**config.mk**
```make
export PLATFORM = sky130hd
export DESIGN_NAME = nec_ir_frame_decoder
export DESIGN_NICKNAME = d
export VERILOG_FILES = /design/src/rtl/core/nec_pkg.sv /design/src/rtl/core/nec_cfg_regs.sv /design/src/rtl/core/nec_sym_class.sv /design/src/rtl/core/nec_frame_acc.sv /design/src/rtl/core/nec_ir_frame_decoder.sv
export VERILOG_INCLUDE_DIRS = /design/src /design/src/rtl/core
export SDC_FILE = /design/constraint.sdc
export NUM_CORES = 1
export LEC_CHECK = 0
export ABC_AREA = 1
export BUFFER_PORTS_ARGS = -buffer_cell sky130_fd_sc_hd__buf_2
export CAP_MARGIN = 20
export CELL_PAD_IN_SITES_DETAIL_PLACEMENT = 1
export CELL_PAD_IN_SITES_GLOBAL_PLACEMENT = 1
export CORE_MARGIN = 2
export CORE_UTILIZATION = 51
export CTS_CLUSTER_SIZE = 28
export DETAILED_ROUTE_END_ITERATION = 10
export PLACE_DENSITY = 0.88
export SETUP_SLACK_MARGIN = 0.4
export SLEW_MARGIN = 40
export SYNTH_ARGS = -nofsm -noshare
export SYNTH_HDL_FRONTEND = slang
export SYNTH_SLANG_ARGS = --single-unit
export TNS_END_PERCENT = 5
```
**constraint.sdc**
```tcl
create_clock -name i_clk -period 7.7 [get_ports i_clk]
set_input_delay 1.54 -clock i_clk [delete_from_list [all_inputs] [get_ports i_clk]]
set_output_delay 1.54 -clock i_clk [all_outputs]
set_load 0.02 [all_outputs]
```
**src/rtl/core/assert_macros.svh**
```systemverilog
// ----------------------------------------------------------------------------
// assert_macros.svh
// Concurrent assertion helpers for the NEC frame decoder. Compiled out when
// SYNTH is defined.
// ----------------------------------------------------------------------------
`ifndef ASSERT_MACROS_SVH
`define ASSERT_MACROS_SVH

`ifndef SYNTH

// Check prop at every rising edge, skipped while reset is asserted.
`define NEC_ASSERT(label, clk, rst_n, prop) \
    label: assert property (@(posedge clk) disable iff (!rst_n) prop) \
        else $error("nec decoder assertion failed");

// Check prop at every rising edge, reset included.
`define NEC_ASSERT_ALWAYS(label, clk, prop) \
    label: assert property (@(posedge clk) prop) \
        else $error("nec decoder assertion failed");

`else

`define NEC_ASSERT(label, clk, rst_n, prop)
`define NEC_ASSERT_ALWAYS(label, clk, prop)

`endif

`endif

```
**src/rtl/core/nec_pkg.sv**
```systemverilog
// ----------------------------------------------------------------------------
// nec_pkg
// Types, constants and window helpers shared by the NEC frame decoder.
// ----------------------------------------------------------------------------
package nec_pkg;

    localparam int DURATION_BITS  = 15;
    localparam int FRAME_SYMBOLS  = 34;
    localparam int COUNT_BITS     = 6;
    localparam int CFG_INDEX_BITS = 3;
    localparam int WORD_BITS      = 16;
    localparam int BYTE_BITS      = 8;

    typedef logic [DURATION_BITS-1:0] t_dur;
    typedef logic [COUNT_BITS-1:0]    t_count;
    typedef logic [WORD_BITS-1:0]     t_word;
    typedef logic [BYTE_BITS-1:0]     t_byte;

    localparam t_count COUNT_MAX     = '1;
    localparam t_count COUNT_FRAME   = t_count'(FRAME_SYMBOLS);
    localparam t_count LAST_ADDR_SYM = t_count'(WORD_BITS);
    localparam t_count LAST_DATA_SYM = t_count'(2 * WORD_BITS);

    localparam t_dur DEF_MARGIN       = t_dur'(200);
    localparam t_dur DEF_LEADER_MARK  = t_dur'(9000);
    localparam t_dur DEF_LEADER_SPACE = t_dur'(4500);
    localparam t_dur DEF_ZERO_MARK    = t_dur'(560);
    localparam t_dur DEF_ZERO_SPACE   = t_dur'(560);
    localparam t_dur DEF_ONE_MARK     = t_dur'(560);
    localparam t_dur DEF_ONE_SPACE    = t_dur'(1690);

    typedef enum logic [CFG_INDEX_BITS-1:0] {
        REG_MARGIN       = 3'd0,
        REG_LEADER_MARK  = 3'd1,
        REG_LEADER_SPACE = 3'd2,
        REG_ZERO_MARK    = 3'd3,
        REG_ZERO_SPACE   = 3'd4,
        REG_ONE_MARK     = 3'd5,
        REG_ONE_SPACE    = 3'd6
    } t_reg_idx;

    typedef enum logic [1:0] {
        FAULT_NONE   = 2'd0,
        FAULT_LEADER = 2'd1,
        FAULT_BIT    = 2'd2
    } t_fault;

    typedef enum logic [2:0] {
        ST_OK     = 3'd0,
        ST_COUNT  = 3'd1,
        ST_LEADER = 3'd2,
        ST_BIT    = 3'd3,
        ST_CHECK  = 3'd4
    } t_status;

    typedef struct packed {
        t_dur mark_duration;
        t_dur space_duration;
        logic end_of_capture;
    } t_in_item;

    typedef struct packed {
        t_status status;
        t_byte   address_byte;
        t_byte   command_byte;
    } t_out_item;

    // Open interval (lo, hi); en low when the margin exceeds the nominal.
    typedef struct packed {
        logic                   en;
        t_dur                   lo;
        logic [DURATION_BITS:0] hi;
    } t_window;

    typedef struct packed {
        t_window leader_mark;
        t_window leader_space;
        t_window zero_mark;
        t_window zero_space;
        t_window one_mark;
        t_window one_space;
    } t_bounds;

    typedef struct packed {
        logic leader_ok;
        logic one_ok;
        logic zero_ok;
    } t_sym_class;

    function automatic t_window make_window(t_dur nom, t_dur margin);
        t_window w;
        w.en = (margin <= nom);
        w.lo = nom - margin;
        w.hi = {1'b0, nom} + {1'b0, margin};
        return w;
    endfunction

    function automatic logic in_window(t_dur d, t_window w);
        return w.en && (d > w.lo) && ({1'b0, d} < w.hi);
    endfunction

endpackage

```
**src/rtl/core/nec_cfg_regs.sv**
```systemverilog
// ----------------------------------------------------------------------------
// nec_cfg_regs
// Timing registers and the acceptance windows derived from them.
// ----------------------------------------------------------------------------
module nec_cfg_regs
    import nec_pkg::*;
(
    input  logic                      i_clk,
    input  logic                      i_rst_n,
    input  logic                      i_cfg_we,
    input  logic [CFG_INDEX_BITS-1:0] i_cfg_index,
    input  t_dur                      i_cfg_data,
    output t_bounds                   o_bounds
);

    t_dur r_margin;
    t_dur r_leader_mark;
    t_dur r_leader_space;
    t_dur r_zero_mark;
    t_dur r_zero_space;
    t_dur r_one_mark;
    t_dur r_one_space;

    always_ff @(posedge i_clk) begin
        if (!i_rst_n) begin
            r_margin       <= DEF_MARGIN;
            r_leader_mark  <= DEF_LEADER_MARK;
            r_leader_space <= DEF_LEADER_SPACE;
            r_zero_mark    <= DEF_ZERO_MARK;
            r_zero_space   <= DEF_ZERO_SPACE;
            r_one_mark     <= DEF_ONE_MARK;
            r_one_space    <= DEF_ONE_SPACE;
        end else if (i_cfg_we) begin
            unique case (i_cfg_index)
                REG_MARGIN:       r_margin       <= i_cfg_data;
                REG_LEADER_MARK:  r_leader_mark  <= i_cfg_data;
                REG_LEADER_SPACE: r_leader_space <= i_cfg_data;
                REG_ZERO_MARK:    r_zero_mark    <= i_cfg_data;
                REG_ZERO_SPACE:   r_zero_space   <= i_cfg_data;
                REG_ONE_MARK:     r_one_mark     <= i_cfg_data;
                REG_ONE_SPACE:    r_one_space    <= i_cfg_data;
                default: begin
                    // drop writes past the last register
                end
            endcase
        end
    end

    always_comb begin
        o_bounds.leader_mark  = make_window(r_leader_mark,  r_margin);
        o_bounds.leader_space = make_window(r_leader_space, r_margin);
        o_bounds.zero_mark    = make_window(r_zero_mark,    r_margin);
        o_bounds.zero_space   = make_window(r_zero_space,   r_margin);
        o_bounds.one_mark     = make_window(r_one_mark,     r_margin);
        o_bounds.one_space    = make_window(r_one_space,    r_margin);
    end

endmodule

```
**src/rtl/core/nec_sym_class.sv**
```systemverilog
// ----------------------------------------------------------------------------
// nec_sym_class
// Window compares that classify one symbol as leader, one or zero.
// ----------------------------------------------------------------------------
module nec_sym_class
    import nec_pkg::*;
(
    input  t_in_item   i_item,
    input  t_bounds    i_bounds,
    output t_sym_class o_class
);

    always_comb begin
        o_class.leader_ok = in_window(i_item.mark_duration,  i_bounds.leader_mark)
                         && in_window(i_item.space_duration, i_bounds.leader_space);
        o_class.one_ok    = in_window(i_item.mark_duration,  i_bounds.one_mark)
                         && in_window(i_item.space_duration, i_bounds.one_space);
        o_class.zero_ok   = in_window(i_item.mark_duration,  i_bounds.zero_mark)
                         && in_window(i_item.space_duration, i_bounds.zero_space);
    end

endmodule

```
**src/rtl/core/nec_frame_acc.sv**
```systemverilog
// ----------------------------------------------------------------------------
// nec_frame_acc
// Frame state (symbol count, address and command shifters, first fault)
// and the result register.
// ----------------------------------------------------------------------------
`include "assert_macros.svh"

module nec_frame_acc
    import nec_pkg::*;
(
    input  logic       i_clk,
    input  logic       i_rst_n,
    input  logic       i_item_valid,
    input  t_in_item   i_item,
    input  t_sym_class i_class,
    output logic       o_take,
    output logic       o_out_valid,
    input  logic       i_out_ready,
    output t_out_item  o_out_data
);

    t_count    r_count;
    t_word     r_addr;
    t_word     r_cmd;
    t_fault    r_fault;
    logic      r_out_valid;
    t_out_item r_out_data;

    t_count    n_count;
    t_word     n_addr;
    t_word     n_cmd;
    t_fault    n_fault;
    t_status   n_status;
    t_out_item n_out_data;
    logic      sym_bit;

    // A symbol that closes a capture needs a free result register.
    assign o_take = i_item_valid
                 && (!i_item.end_of_capture || !r_out_valid || i_out_ready);

    always_comb begin
        n_count = (r_count == COUNT_MAX) ? COUNT_MAX : r_count + t_count'(1);
        n_addr  = r_addr;
        n_cmd   = r_cmd;
        n_fault = r_fault;
        sym_bit = i_class.one_ok;

        if (r_count == '0) begin
            if (!i_class.leader_ok && r_fault == FAULT_NONE) begin
                n_fault = FAULT_LEADER;
            end
        end else if (r_count <= LAST_DATA_SYM) begin
            if (!i_class.one_ok && !i_class.zero_ok && r_fault == FAULT_NONE) begin
                n_fault = FAULT_BIT;
            end
            // shift in from the top, least significant bit first on the air
            if (r_count <= LAST_ADDR_SYM) begin
                n_addr = {sym_bit, r_addr[WORD_BITS-1:1]};
            end else begin
                n_cmd = {sym_bit, r_cmd[WORD_BITS-1:1]};
            end
        end

        if (n_count != COUNT_FRAME) begin
            n_status = ST_COUNT;
        end else if (n_fault == FAULT_LEADER) begin
            n_status = ST_LEADER;
        end else if (n_fault == FAULT_BIT) begin
            n_status = ST_BIT;
        end else if (n_addr[WORD_BITS-1:BYTE_BITS] != ~n_addr[BYTE_BITS-1:0]
                  || n_cmd[WORD_BITS-1:BYTE_BITS] != ~n_cmd[BYTE_BITS-1:0]) begin
            n_status = ST_CHECK;
        end else begin
            n_status = ST_OK;
        end

        n_out_data.status       = n_status;
        n_out_data.address_byte = (n_status == ST_OK) ? n_addr[WORD_BITS-1:BYTE_BITS] : '0;
        n_out_data.command_byte = (n_status == ST_OK) ? n_cmd[WORD_BITS-1:BYTE_BITS] : '0;
    end

    always_ff @(posedge i_clk) begin
        if (!i_rst_n) begin
            r_count <= '0;
            r_addr  <= '0;
            r_cmd   <= '0;
            r_fault <= FAULT_NONE;
        end else if (o_take) begin
            if (i_item.end_of_capture) begin
                r_count <= '0;
                r_addr  <= '0;
                r_cmd   <= '0;
                r_fault <= FAULT_NONE;
            end else begin
                r_count <= n_count;
                r_addr  <= n_addr;
                r_cmd   <= n_cmd;
                r_fault <= n_fault;
            end
        end
    end

    always_ff @(posedge i_clk) begin
        if (!i_rst_n) begin
            r_out_valid <= 1'b0;
        end else if (o_take && i_item.end_of_capture) begin
            r_out_valid <= 1'b1;
        end else if (i_out_ready) begin
            r_out_valid <= 1'b0;
        end
    end

    always_ff @(posedge i_clk) begin
        if (o_take && i_item.end_of_capture) begin
            r_out_data <= n_out_data;
        end
    end

    assign o_out_valid = r_out_valid;
    assign o_out_data  = r_out_data;

    `NEC_ASSERT(a_clear_after_last, i_clk, i_rst_n, o_take && i_item.end_of_capture |=> r_count == '0 && r_fault == FAULT_NONE)
    `NEC_ASSERT(a_fresh_frame_clean, i_clk, i_rst_n, r_count == '0 |-> r_fault == FAULT_NONE)
    `NEC_ASSERT(a_bit_fault_after_leader, i_clk, i_rst_n, r_fault == FAULT_BIT |-> r_count >= t_count'(2))
    `NEC_ASSERT(a_failed_bytes_zero, i_clk, i_rst_n, r_out_valid && r_out_data.status != ST_OK |-> r_out_data.address_byte == '0 && r_out_data.command_byte == '0)
    `NEC_ASSERT(a_no_take_when_full, i_clk, i_rst_n, r_out_valid && !i_out_ready && i_item_valid && i_item.end_of_capture |-> !o_take)

endmodule

```
**src/rtl/core/nec_ir_frame_decoder.sv**
```systemverilog
// ----------------------------------------------------------------------------
// nec_ir_frame_decoder
// NEC infrared frame decoder: captured mark/space symbols in, one status
// result with address and command bytes out per capture.
// ----------------------------------------------------------------------------
// Usage:
//   Symbols enter on the i_in_* valid/ready channel, one mark duration,
//   space duration and last-of-capture flag per transfer. Only the symbol
//   that closes a capture produces a result on the o_out_* channel.
//   Timing registers are written through i_cfg_we / i_cfg_index /
//   i_cfg_data while no capture is in flight; writes past the last
//   register are dropped.
//   Path: a symbol transferred on the input channel sits in the input
//   register, is classified and folded into the frame state from there,
//   and the symbol that closes a capture also loads the result register,
//   which drives o_out_valid.
//   Throughput: one symbol per cycle unless a closing symbol waits; the
//   window compares and shift update fit between input and result registers.
//   Stall: the result register holds until o_out_valid meets i_out_ready.
//   Symbols that close no capture keep flowing; a closing symbol waits in
//   the input register, and o_in_ready falls only when that register is
//   held as well.
//   Reset: timing registers return to their defaults, the frame state and
//   both valid flags clear; no result is pending after reset.
// ----------------------------------------------------------------------------
module nec_ir_frame_decoder
    import nec_pkg::*;
(
    input  logic                      i_clk,
    input  logic                      i_rst_n,
    input  logic                      i_cfg_we,
    input  logic [CFG_INDEX_BITS-1:0] i_cfg_index,
    input  t_dur                      i_cfg_data,
    input  logic                      i_in_valid,
    output logic                      o_in_ready,
    input  t_in_item                  i_in_data,
    output logic                      o_out_valid,
    input  logic                      i_out_ready,
    output t_out_item                 o_out_data
);

    logic       r_in_valid;
    t_in_item   r_in_data;
    t_bounds    bounds;
    t_sym_class sym_class;
    logic       take;

    assign o_in_ready = !r_in_valid || take;

    always_ff @(posedge i_clk) begin
        if (!i_rst_n) begin
            r_in_valid <= 1'b0;
        end else if (o_in_ready) begin
            r_in_valid <= i_in_valid;
        end
    end

    always_ff @(posedge i_clk) begin
        if (i_in_valid && o_in_ready) begin
            r_in_data <= i_in_data;
        end
    end

    nec_cfg_regs u_cfg_regs (
        .i_clk       (i_clk),
        .i_rst_n     (i_rst_n),
        .i_cfg_we    (i_cfg_we),
        .i_cfg_index (i_cfg_index),
        .i_cfg_data  (i_cfg_data),
        .o_bounds    (bounds)
    );

    nec_sym_class u_sym_class (
        .i_item   (r_in_data),
        .i_bounds (bounds),
        .o_class  (sym_class)
    );

    nec_frame_acc u_frame_acc (
        .i_clk        (i_clk),
        .i_rst_n      (i_rst_n),
        .i_item_valid (r_in_valid),
        .i_item       (r_in_data),
        .i_class      (sym_class),
        .o_take       (take),
        .o_out_valid  (o_out_valid),
        .i_out_ready  (i_out_ready),
        .o_out_data   (o_out_data)
    );

endmodule

```
==> out/metrics.cfg, run 1 <==
[synthesis]
synthesis.nets=3095
synth_top_area_cell=ha_1
ys_warn_count=0
ys_ff_latch=197
synthFlopType=dfxtp_1
yosysUniqueCellTypes=56
synth.most_common_cell=nand2_1
synth-edff-count=50
synth_area_mm2=0.0195
synthCells=2670
seq_area_frac_synth=0.228
synth_top_area_share=0.231
ys_async_sr_fraction=0
syn_avg_cell_area_um2=7.30
netlist_top_cells_count=nand2_1 (453), ha_1 (359), inv_1 (288), nor2_1 (283), a21oi_1 (269)
synth_area_leaders=ha_1 (23%), dfxtp_1 (15%), nand2_1 (8.7%), edfxtp_1 (7.7%), a21oi_1 (6.9%)

[timing]
max-slew-margin-rel=0.446
rsz0062_at_grt=no
setup-violations-final=0
period_share=0.819
setup_slack_ns=1.39
hold_viol_final=0
worst_pin_slew_ns=0.831
fin_crit_ns=6.31
setup_tns_ns=0
skew_ns=0.0154
finalMaxSlewViolations=0
clock.fmax_ghz=0.159

[clock_network]
clkSinkCount=197
tritoncts=built
post_cts_buffers=0
clock_latency_ns=0.52
cts_hold_buf=0
clk_pin_slew_ns=0.07
numCtsBuffers=17
cts_resized=0
h-tree-depth=4
clk_path_buf_depth=2
cts_root_buf=clkbuf_16

[worst_setup_path]
cp_max_fo=16
cpMostUsedCell=nor2_1
cp-startpoint=u_cfg_regs.r_margin[1]
crit_type=reg -> reg
critPathSlowestCell=fa_1
critPathLaunchType=flip-flop
arrival_ns=6.56
end_kind=flip-flop
r2r_start=u_cfg_regs.r_margin[1]
crit_required_ns=7.95
critPathMaxStageDelay_ns=0.56

[placed_design]
dp_slack_ns=1.51
gp_congestion=0.954
post-dp-hpwl_mm=54.4
io_buffers=74

[drt]
routed_wl_mm=69.7
drcViolationCount=0
first_pass_iters=5
drt_iter0_drc=1162
antenna_left=0
via_per_inst=5.92
wire_per_inst_um=21.7
vias=19000

[outcome]
status=finished clean

[final_layout]
drive_gt1_frac=0.0610
area_delta_synth_final_pct=6.36
nNetsFinal=3117
n_antenna_cell=0

[floorplanning]
die_h_um=199
start_util=0.517
core_mm2=0.0377
die_area_mm2=0.0398
ioPinCount=75
row_count=71
dieWidth_um=199

[grt]
antenna_found_initial=1
grt_max_degree=96
grt_pass1_wl_mm=107
grt_pass1_vias=19600
overflow=0
grt_usage=0.355

[power_and_ir_drop]
irDropWorstVdd_uv=192
power_mw=3.06
p_per_area_mw_per_mm2=148
leakage_nw=10.3

[hold_path]
min_path_type=reg -> reg
min_from=u_frame_acc.r_addr[0]

[run]
maxCapViolCount=0

## path summary, 6_finish.rpt
check	slack (ns)	depth (start not counted)	to
setup reg to reg	1.39	31	u_frame_acc.o_out_data[9]
hold / removal	0.47	2	u_frame_acc.r_addr[0]
setup / recovery	1.39	31	u_frame_acc.o_out_data[9]
hold reg to reg	0.47	2	u_frame_acc.r_addr[0]
## state kept, by name, summed over array words and instances, names as in the netlist
| name | cells |
|---|---|
| u_frame_acc.o_out_valid | 1 |
| u_cfg_regs.r_zero_mark | 15 |
| u_cfg_regs.r_zero_space | 15 |
| u_cfg_regs.r_leader_mark | 15 |
| r_in_valid | 1 |
| u_cfg_regs.r_margin | 15 |
| r_in_data | 31 |
| u_frame_acc.o_out_data | 19 |
| u_frame_acc.r_addr | 16 |
| u_frame_acc.r_cmd | 16 |
| u_cfg_regs.r_one_space | 15 |
| u_cfg_regs.r_one_mark | 15 |
| u_frame_acc.r_count | 6 |
| u_frame_acc.r_fault | 2 |
| u_cfg_regs.r_leader_space | 15 |
## cells by family (layout without fill, tap and decap cells)
| kind of cell | count (synthesis) | in the layout | synth area share |
|---|---|---|---|
| flops | 197 | 197 | 0.228 |
| fa+ha+maj | 371 | 371 | 0.243 |
| xor+xnor | 162 | 162 | 0.0728 |
| buf+inv | 385 | 420 | 0.0791 |
| compound gates | 585 | 585 | 0.166 |
| simple gates | 970 | 970 | 0.211 |
## critical path: cells and delay by family (launching register included)
kind / cells / cell delay [ns]
xor+xnor: 1 / 0.18
fa+ha+maj: 3 / 1.02
compound gates: 7 / 1.51
flops: 1 / 0.32
simple gates: 16 / 2.21
buf+inv: 4 / 0.78
## final cells by class
class	count	area, um2
multi-input combinational	2088	13500
clock inverter	13	109
fill	4943	16900
sequential	197	4440
timing repair buffer	85	457
tap	511	639
inverter	303	1140
clock buffer	19	433
## report_power, final
part	internal [mW]	leakage, nW	switching (mW)
clock network	0.443	0.266	0.463
logic	0.354	8.28	0.645
registers	1.09	1.70	0.0614
## metal layers
metal  GRT usage  up-vias  wire length, um
met5           0        -                0
met4       0.140        0             2540
met3      0.0537      146             3670
met2       0.603      493            32800
met1       0.451     9410            30700
li1            -     8978                -
## cell usage in the layout, fill, tap and decap left out, types with 34 or more instances in the layout
master / n
nand3_1: 122
xor2_1: 146
dfxtp_1: 147
nand2_1: 453
edfxtp_1: 50
nor2_1: 281
nor3_1: 34
buf_2: 74
o21ai_0: 183
ha_1: 359
inv_1: 287
a21oi_1: 269
## through the flow
| stage | cells | util | hold WS (ns) | instance area (um2) |
|---|---|---|---|---|
| after floorplan | 2670 | - | 0.445 | 19500 |
| after global placement | 3184 | 0.536 | 0.453 | 20200 |
| after detailed placement | 3184 | 0.536 | 0.465 | 20200 |
| after CTS | 3216 | 0.550 | 0.476 | 20700 |
| after global routing | 3216 | 0.550 | 0.507 | 20700 |
| final | 3216 | 0.550 | 0.471 | 20700 |
(Power assumes the default switching activity.)
==> run 2: changes to the inputs <==
--- a/config.mk
+++ b/config.mk
@@ -12,10 +12,10 @@
 export CELL_PAD_IN_SITES_DETAIL_PLACEMENT = 1
 export CELL_PAD_IN_SITES_GLOBAL_PLACEMENT = 1
 export CORE_MARGIN = 2
-export CORE_UTILIZATION = 51
+export CORE_UTILIZATION = 47
 export CTS_CLUSTER_SIZE = 28
 export DETAILED_ROUTE_END_ITERATION = 10
-export PLACE_DENSITY = 0.88
+export PLACE_DENSITY = 0.82
 export SETUP_SLACK_MARGIN = 0.4
 export SLEW_MARGIN = 40
 export SYNTH_ARGS = -nofsm -noshare
==> constraint.sdc (replaced) <==
create_clock -name i_clk -period 6.34 [get_ports i_clk]
set_input_delay 1.268 -clock i_clk [delete_from_list [all_inputs] [get_ports i_clk]]
set_output_delay 1.268 -clock i_clk [all_outputs]
set_load 0.02 [all_outputs]
==> run 2 against run 1 <==
  * Sequential power up 21%
  * Via count down 1.9%
  * Global-route usage down 3.8 points
  * Largest cell class unchanged
==> out/metrics.cfg, run 2 (synthesis gave the netlist of run 1 again) <==
[outcome]
status=finished clean

[final_layout]
area_delta_synth_final_pct=8.88
final_cell_mix=nand2_1 (453), ha_1 (348), inv_1 (278), nor2_1 (276), a21oi_1 (266)
seqCellArea_mm2=0.00447
layout_commonest_cell=nand2_1
drive_gt1_frac=0.0886
largest_reg_flops=31
nNetsFinal=3143
fillers=5259
max_flop_register=r_in_data
multi_input_area_mm2=0.0137
final_core_utilization=0.519
layout.cells.non_filler=3264

[drt]
vias=18700
via_per_inst=5.72
wire_per_inst_um=21.0
highest_layer=met5
drcViolationCount=0
first_pass_iters=7
antenna_left=0
drt_iter0_drc=1053
routed_wl_mm=68.6
wl_met3_mm=2.86
wl_met2_mm=33.1
drt-met1-wl_mm=30.3

[clock_network]
h-tree-depth=4
clk_pin_slew_ns=0.07
cts_hold_buf=0
numCtsBuffers=17
clock_latency_ns=0.50
clkSinkCount=197
cts_root_buf=clkbuf_16
clk_path_buf_depth=2
tritoncts=built

[power_and_ir_drop]
p_per_area_mw_per_mm2=175
power_mw=3.72
irDropWorstVdd_uv=132
leakage_nw=10.4

[grt]
grt_pass1_wl_mm=107
grt_usage=0.316
grt_max_degree=83
antenna_found_initial=2
grt_pass1_vias=19700
overflow=0

[timing]
setup_tns_ns=0
fin_crit_ns=5.67
worst_pin_slew_ns=0.814
skew_ns=0.00989
finalMaxSlewViolations=0
max-slew-margin-rel=0.457
clock.fmax_ghz=0.176
period_share=0.895
rsz0062_at_grt=no
setup-violations-final=0
hold_viol_final=0

[worst_setup_path]
path_delay_family=simple AND/OR/NAND/NOR gates
crit_type=reg -> reg
crit_required_ns=6.58
cpMostUsedCell=nand2_1
critPathLaunchType=flip-flop
critPathMaxStageDelay_ns=0.66
arrival_ns=5.91
end_kind=flip-flop
critPathSlowestCell=dfxtp_1
critPathBufInv=5
cp_max_fo=8

[floorplanning]
die_h_um=208
ioPinCount=75
start_util=0.477
row_count=74
core_mm2=0.0408
die_area_mm2=0.0431
dieWidth_um=208

[placed_design]
placed_cells=3211
gp_congestion=0.926
post-dp-hpwl_mm=54.7
io_buffers=74

[hold_path]
min_path_type=reg -> reg

[run]
maxCapViolCount=0

## run 2: changes by cell type in the layout (fill, tap and decap cells not counted), sizes merged
cell and change:
diode +1, buf +25, clkinv -6, inv -5, clkbuf +4, nand2 +1, clkinvlp +8, bufinv -1
## run 2: metal layers
metal  vias up  track usage
met1      9184        0.397
met4         2        0.114
met2       332        0.547
met5         -            0
li1       9035            -
met3       113       0.0504
## run 2: cell type report
class / instances / area share
Antenna cell: 1 / 0.000118
Clock buffer: 23 / 0.0226
Clock inverter: 9 / 0.00307
Inverter: 303 / 0.0553
Multi-Input combinational cell: 2089 / 0.647
Sequential cell: 197 / 0.211
Tap cell: 532 / 0.0314
Timing Repair Buffer: 110 / 0.0304
## run 2: path summary, 6_finish.rpt
check                           from                    endpoint  slack, ns  depth (start not counted)
min reg2reg    u_frame_acc.r_addr[0]       u_frame_acc.r_addr[0]       0.46                          2
max reg2reg  u_cfg_regs.r_margin[10]  u_frame_acc.o_out_data[12]       0.67                         28
min            u_frame_acc.r_addr[0]       u_frame_acc.r_addr[0]       0.46                          2
max          u_cfg_regs.r_margin[10]  u_frame_acc.o_out_data[12]       0.67                         28
## run 2: per-stage QoR
stage / hold WS [ns] / setup slack (ns) / area (um2)
2_1_floorplan: 0.445 / 1.30 / 19500
6_report: 0.464 / 0.667 / 21200
3_3_place_gp: 0.453 / 0.115 / 20200
3_5_place_dp: 0.458 / -0.0702 / 20200
5_1_grt: 0.508 / 0.391 / 21200
4_1_cts: 0.470 / 0.427 / 20800
## run 2: worst reg2reg max path, delay by kind of cell (launching register included)
family          cells  cell delay, ns
flops               1            0.66
buf+inv             5            0.66
compound gates      3            0.63
simple gates       16            2.48
fa+ha+maj           3            0.90
xor+xnor            1            0.10
## run 2: timing repair
| action | CTS | global route |
|---|---|---|
| cloned | 0 | 1 |
| endpoints found under the setup margin | 17 | 17 |
| gates resized for setup | 12 | 64 |
| setup buffers | 0 | 19 |
| pin swaps | 0 | 1 |
## run 2: power by group
part | internal [mW] | leakage [nW] | total, mW | switching, mW
Clock | 0.540 | 0.274 | 1.09 | 0.548
Combinational | 0.445 | 8.40 | 1.23 | 0.789
Sequential | 1.32 | 1.71 | 1.39 | 0.0696
Total | 2.31 | 10.4 | 3.72 | 1.41
